==> src/rtl/ksh_pkg.sv <==
// Shared types, constants and round function for the SipHash-2-4 engine.
// No dependencies; imported by every module of the block.
package ksh_pkg;

    // Full v0..v3 working state of the hash
    typedef struct packed {
        logic [63:0] v0;
        logic [63:0] v1;
        logic [63:0] v2;
        logic [63:0] v3;
    } sip_state_t;

    localparam int CFG_INDEX_W = 8;

    localparam logic [CFG_INDEX_W-1:0] CFG_KEY_LOW  = 8'd0;
    localparam logic [CFG_INDEX_W-1:0] CFG_KEY_HIGH = 8'd1;

    localparam logic [63:0] SIP_C0  = 64'h736f6d6570736575;
    localparam logic [63:0] SIP_C1  = 64'h646f72616e646f6d;
    localparam logic [63:0] SIP_C2  = 64'h6c7967656e657261;
    localparam logic [63:0] SIP_C3  = 64'h7465646279746573;
    localparam logic [63:0] SIP_FIN = 64'h00000000000000ff;
    localparam int          LEN_SHIFT = 56;
    localparam logic [7:0]  WORD_BYTES = 8'd8;

    // One SipRound; rotations are fixed wiring
    function automatic sip_state_t sip_mix_round(input sip_state_t s);
        sip_state_t  r;
        logic [63:0] v0;
        logic [63:0] v1;
        logic [63:0] v2;
        logic [63:0] v3;
        v0 = s.v0;
        v1 = s.v1;
        v2 = s.v2;
        v3 = s.v3;
        v0 = v0 + v1;
        v1 = {v1[50:0], v1[63:51]};
        v1 = v1 ^ v0;
        v0 = {v0[31:0], v0[63:32]};
        v2 = v2 + v3;
        v3 = {v3[47:0], v3[63:48]};
        v3 = v3 ^ v2;
        v0 = v0 + v3;
        v3 = {v3[42:0], v3[63:43]};
        v3 = v3 ^ v0;
        v2 = v2 + v1;
        v1 = {v1[46:0], v1[63:47]};
        v1 = v1 ^ v2;
        v2 = {v2[31:0], v2[63:32]};
        r.v0 = v0;
        r.v1 = v1;
        r.v2 = v2;
        r.v3 = v3;
        return r;
    endfunction

    function automatic sip_state_t sip_double_round(input sip_state_t s);
        return sip_mix_round(sip_mix_round(s));
    endfunction

endpackage

==> src/rtl/ksh_final.sv <==
// Finalization: four SipRounds over two stages, then the xor fold into the
// result register. Depends on ksh_pkg.
module ksh_final
    import ksh_pkg::*;
(
    input  logic        aclk,
    input  logic        aresetn,
    input  logic        h_valid,
    output logic        h_ready,
    input  sip_state_t  h_state,
    output logic        m_valid,
    input  logic        m_ready,
    output logic [63:0] m_hash_value
);

    logic        f2_valid_reg;
    sip_state_t  f2_state_reg;
    logic        m_valid_reg;
    logic [63:0] m_hash_reg;

    logic        m_free;
    sip_state_t  v_fin;

    assign m_free  = !m_valid_reg || m_ready;
    assign h_ready = !f2_valid_reg || m_free;

    always_ff @(posedge aclk) begin
        if (!aresetn) begin
            f2_valid_reg <= 1'b0;
        end else if (h_ready) begin
            f2_valid_reg <= h_valid;
        end
    end

    always_ff @(posedge aclk) begin
        if (h_ready && h_valid) begin
            f2_state_reg <= sip_double_round(h_state);
        end
    end

    assign v_fin = sip_double_round(f2_state_reg);

    always_ff @(posedge aclk) begin
        if (!aresetn) begin
            m_valid_reg <= 1'b0;
        end else if (m_free) begin
            m_valid_reg <= f2_valid_reg;
        end
    end

    always_ff @(posedge aclk) begin
        if (m_free && f2_valid_reg) begin
            m_hash_reg <= v_fin.v0 ^ v_fin.v1 ^ v_fin.v2 ^ v_fin.v3;
        end
    end

    assign m_valid      = m_valid_reg;
    assign m_hash_value = m_hash_reg;

endmodule

==> config.mk <==
export PLATFORM = sky130hd
export DESIGN_NAME = ksh_final
export DESIGN_NICKNAME = d
export VERILOG_FILES = /design/src/rtl/ksh_pkg.sv /design/src/rtl/ksh_final.sv
export SDC_FILE = /design/constraint.sdc
export NUM_CORES = 2
export LEC_CHECK = 0
export ABC_AREA = 1
export BUFFER_PORTS_ARGS = -buffer_cell sky130_fd_sc_hd__buf_2
export CAP_MARGIN = 10
export CORE_MARGIN = 4
export CORE_UTILIZATION = 30
export CTS_CLUSTER_DIAMETER = 100
export DETAILED_ROUTE_END_ITERATION = 12
export PLACE_DENSITY_LB_ADDON = 0.05
export SLEW_MARGIN = 10
export SYNTH_ARGS = -nofsm -noshare
export SYNTH_HDL_FRONTEND = slang
export SYNTH_SLANG_ARGS = --single-unit
==> constraint.sdc <==
create_clock -name aclk -period 11.4 [get_ports aclk]
set_input_delay 0.57 -clock aclk [delete_from_list [all_inputs] [get_ports aclk]]
set_output_delay 0.57 -clock aclk [all_outputs]
set_load 0.005 [all_outputs]
== Word-level counts from Yosys, hierarchy flattened ==
Cells that the tools add are included.

* Register bits after elaboration: 322
* Input bits: 260
* Output and inout port bits: 66
* Word-level logic and storage cells: 48

* Add/sub/neg operators: 16
* Bitwise gates (word level): 19
* Reduce and logical (&&, ||, !) cells: 6

{| class="wikitable"
|+ Operators with widths
! operator !! number
|-
| XOR 64 bit || 19
|-
| adder 64 bit || 16
|-
| logical AND 1 bit || 2
|-
| zero test 1 bit || 2
|-
| logical OR 1 bit || 2
|}

== Depth between registers and ports, before layout ==
* Depth after elaboration: 11
* Gate-level depth with buffers: 72
* Gate-level depth less buffers: 72

== Least setup slack after synthesis ==
No wires, ideal clock.

* Path kind: input -> register
* Start: in h_state[128] (netlist bit)
* End: reg f2_state_reg[47] (netlist bit), data pin
* Setup time: 0.265 ns
* Arrival: 9.151 ns
* Data required time: 11.135 ns
* Slack: 1.984 ns
* Cell stages on the path: 64
* Buffers on the path: 0
* Cells stage by stage: ha_1 inv_1 fa_1 nand3b_1 nor2_1 nor2_1 o21ai_2 nand2_1 nand2_1 nand3_1 nand2_1 a21boi_2 o21ai_2 a21oi_1 o21ai_2 or2_2 nand2_1 inv_1 (+28 left out) a21oi_1 inv_1 nand2_1 nand3_1 nand2_1 nand2_1 nand2_1 nand2_1 a21boi_1 o21bai_2 a21oi_1 inv_1 a21oi_1 o31ai_1 a21oi_1 o21bai_1 xor2_1 xor2_1

* Cells in the longest elaborated chain, start to end: 7
* Elaborated cells between the ends (all ways): 11
* Classes of those cells: 6 x add/sub; 5 x bitwise

{| class="wikitable"
|+ Ends and longest elaborated chain
! item !! RTL line !! text
|-
| start: declaration || ksh_final.sv:10 || <nowiki>input sip_state_t h_state,</nowiki>
|-
| adder 64 bit || ksh_pkg.sv:37 || <nowiki>v0 = v0 + v1;</nowiki>
|-
| XOR 64 bit or adder 64 bit (tied branches) || ksh_pkg.sv:39, ksh_pkg.sv:44 ||
|-
| adder 64 bit or XOR 64 bit (tied branches) || ksh_pkg.sv:47, ksh_pkg.sv:46 ||
|-
| XOR 64 bit or adder 64 bit (tied branches) || ksh_pkg.sv:49, ksh_pkg.sv:41 ||
|-
| adder 64 bit or XOR 64 bit (tied branches) || ksh_pkg.sv:37, ksh_pkg.sv:43 ||
|-
| adder 64 bit || ksh_pkg.sv:44 || <nowiki>v0 = v0 + v3;</nowiki>
|-
| XOR 64 bit * || ksh_pkg.sv:46 || <nowiki>v3 = v3 ^ v0;</nowiki>
|-
| end signal: assignment || ksh_final.sv:37 || <nowiki>f2_state_reg <= sip_double_round(h_state);</nowiki>
|-
| end: declaration || ksh_final.sv:17 || <nowiki>sip_state_t f2_state_reg;</nowiki>
|}

Mark *: on every way between the ends. The rest lies on a longest branch, timed or not.
A chain may end at the register's enable or synchronous reset.

== Worst setup path in the final report ==
* Start: reg f2_state_reg[0] (netlist bit)
* End: reg m_hash_reg[60] (netlist: m_hash_value[60]), data pin

* Cells in the longest elaborated chain, start to end: 10
* Elaborated cells between the ends (all ways): 17
* Classes of those cells: 7 x add/sub; 10 x bitwise

{| class="wikitable"
|+ Ends and longest elaborated chain
! item !! RTL line !! text
|-
| adder 64 bit || ksh_pkg.sv:41 || <nowiki>v2 = v2 + v3;</nowiki>
|-
| XOR 64 bit or adder 64 bit (tied branches) || ksh_pkg.sv:43, ksh_pkg.sv:47 ||
|-
| adder 64 bit or XOR 64 bit (tied branches) || ksh_pkg.sv:44, ksh_pkg.sv:49 ||
|-
| XOR 64 bit or adder 64 bit (tied branches) || ksh_pkg.sv:46, ksh_pkg.sv:37 ||
|-
| adder 64 bit or XOR 64 bit (tied branches) || ksh_pkg.sv:41, ksh_pkg.sv:39 ||
|-
| XOR 64 bit or adder 64 bit (tied branches) || ksh_pkg.sv:43, ksh_pkg.sv:47 ||
|-
| adder 64 bit or XOR 64 bit (tied branches) || ksh_pkg.sv:44, ksh_pkg.sv:49 ||
|-
| XOR 64 bit (2 in a row) || ksh_final.sv:53 || <nowiki>m_hash_reg <= v_fin.v0 ^ v_fin.v1 ^ v_fin.v2 ^ v_fin.v3;</nowiki>
|-
| XOR 64 bit * || ksh_final.sv:53 ||
|-
| end signal: assignment || ksh_final.sv:53 ||
|-
| end: declaration || ksh_final.sv:19 || <nowiki>logic [63:0] m_hash_reg;</nowiki>
|}

Marked as above.

==> summary.txt <==
Clock tree
  • H-Tree Level Count: 2
  • Root buffer cell: clkbuf_16
  • Clock latency on the worst-skew pair: between 600 and 700 ps
  • CTS Sinks: around 320
  • CTS tree: yes
  • Hold buffers post-CTS: 0
  • Total CTS buffers: 38
  • Clock transition at the registers of the reported paths: 60 ps
  • Clock Tree Buf Depth: 3

Floorplanning
  • Core area: around 0.26 sq mm
  • Starting Density: 30.2%
  • Row cnt: roughly 190
  • Die ar.: around 0.27 sq mm
  • Chip Width: between 500 and 600 um
  • Num ports: between 300 and 400
  • Die Span Y: about 520 um

Timing
  • Final Hold Fails: 0
  • Peak Freq: ~0.091 GHz
  • Fin. max-slew vios: 0
  • Layout Skew: 24.9 ps
  • Crit share post-route: between 90 and 100%
  • Slew @ Worst Pin: 1230 ps
  • Setup violations, final: 0
  • Worst setup margin: ~370 ps
  • RSZ-0062 raised after global routing: true
  • Tmin final: roughly 11000 ps
  • Rel. slew slack: around 18%

Layout
  • Post-route design area: approximately 0.12 sq mm
  • Max FFs per register: ~260
  • Most frequent cells in the layout: buf_4, nand2_1, inv_1
  • Filler cell count: ~27000
  • Nets: 17800
  • Non-filler cells in the finished layout: between 15000 and 20000
  • Layout cells sized above 1: 32.7%
  • Area grow syn2layout: 54.3%
  • Commonest non-fill, non-tap cell in the layout: buf_4

Place
  • Placed Instance Area: 0.118 sq mm
  • GP Congestion: roughly 1.2
  • Cell total after placement: around 20000
  • Buffers on Ports: roughly 330
  • Post-DP HPWL: about 560000 um
  • DP Worst Slack: -1400 ps

Detailed routing
  • Post-route ant nets: 0
  • Routed len/inst: about 31 um
  • DR vias: between 100k and 150k
  • 1st-iter DRT viols: 9765
  • First-pass iteration count of the detailed router: 6
  • DRC Markers: 0
  • Routed vias/inst: 5.26
  • Drt total wl: 616000 um

Synth
  • Synth async-reset ratio: 0%
  • Syn nets: about 13000
  • Prevailing post-synth register cell: edfxtp_1
  • Synth cell types: between 80 and 90
  • Post-synth top area share: about 16%
  • Cell Area, Synth: between 0.07 and 0.08 sq mm
  • Synth Register Bits: between 300 and 400
  • Number of synthesized flops with an enable pin: 320
  • Post-synthesis cell type with the largest combined area: ha_1
  • Avg Inst Size Synth: between 6 and 7 sq um
  • YS warnings: 0
  • Cells after Synth: 11800
  • Seq/Total Area, Yosys: between 10% and 20%
  • Cells taking the most area after synthesis: ha_1, edfxtp_1, xor2_1

Run status
  • Outcome: finished, final reports clean

Critical path
  • WS Path Type: flip-flop to flip-flop
  • Critical Path Source Type: flip-flop
  • Worst Setup End Kind: flip-flop
  • Worst-path fanout max: 5
  • Required @ worst endpoint: ~12000 ps
  • Worst stage delay on the critical path: between 600 and 700 ps
  • Critical Path Most Common Cell: nand2_1
  • WP data arrival: around 11000 ps
  • Max stage delay cell, worst path: xor2_1

Global routing
  • Grt total ovfl: 0
  • All-Layer GR Usage: between 40% and 50%
  • Initial antenna violation count: 18
  • Largest net degree at the start of global routing: roughly 150
  • Global-route wire length before repair: 819000 um
  • Vias in the first global route: 104000

Run
  • Maxcap violations: 0

Worst hold path
  • Hold WC Path Type: input port to flip-flop
## layout make-up
type	instances	area [sq um]	share of cell area, %
diodes	12	30.0	0.0248
well taps	3402	4260	3.52
repair buffers	4705	35900	29.7
multi-input cells	9704	63400	52.4
clock buffers	45	977	0.808
clock inverters	25	226	0.187
flip-flops and latches	322	9650	7.98
inverters	1740	6540	5.41
## metal layers
layer  vias to the layer above  part of all wire (%)  global-route usage [%]
li1                      48900                     -                       -
met1                     48800                    33                    42.8
met2                      5268                    45                    72.4
met3                      2063                   5.8                    6.03
met4                         4                    16                    56.2
met5                         -                0.0044                       0
## critical path, delay by kind of cell (launching register included)
kind | cells | cell delay [ps]
AOI/OAI and AO/OA | 16 | 2930
and+or+nand+nor | 26 | 3320
buffers and inverters | 8 | 1430
adders and majority gates | 4 | 1390
xor gates and xnor gates | 4 | 1160
DFF | 1 | 530
## path summary, 6_finish.rpt
| kind | startpoint | end | slack [ps] | cells after the start |
|---|---|---|---|---|
| max | f2_state_reg[0]$_DFFE_PP_ | m_hash_value[60]$_DFFE_PP_ | 370 | 58 |
| min reg2reg | m_valid$_SDFFE_PN0P_ | m_valid$_SDFFE_PN0P_ | 530 | 2 |
| max reg2reg | f2_state_reg[0]$_DFFE_PP_ | m_hash_value[60]$_DFFE_PP_ | 370 | 58 |
| min | aresetn | m_valid$_SDFFE_PN0P_ | 190 | 3 |
## Yosys cell counts, types with 73 or more instances
cell type	n
a21oi_1	1260
nand3_1	436
nor2_1	1078
o21a_1	90
xor2_1	1070
edfxtp_1	320
xnor2_1	476
nor3_1	86
inv_1	1717
a31oi_1	248
o21ai_0	502
ha_1	995
nand4_1	73
nand2_1	2366
## kinds of logic after synthesis
kind of cell | synth area share, %
simple gates | 23.3
compound gates | 20.6
buf+inv | 8.41
xor+xnor | 19.2
fa+ha+maj | 16.3
flops | 12.3
## per-stage QoR
stage | TNS, ps | util [%] | hold slack, ps
floorplan | 0 | - | 447
global route | -1520 | 46.5 | 179
CTS | 0 | 46.1 | 163
detailed placement | -75530 | 45.6 | 516
global placement | -103980 | 45.6 | 507
finish | 0 | 46.5 | 191
## repair_timing
action / CTS / global route
hold endpoints to repair: 0 / 0
resized for setup: 27 / 196
setup endpoints to repair: 94 / 179
pin swaps: 0 / 34
buffers inserted: 1 / 25
Power is not shown: default switching activity piles up to over one toggle a cycle in this logic, so the estimate is an artifact.
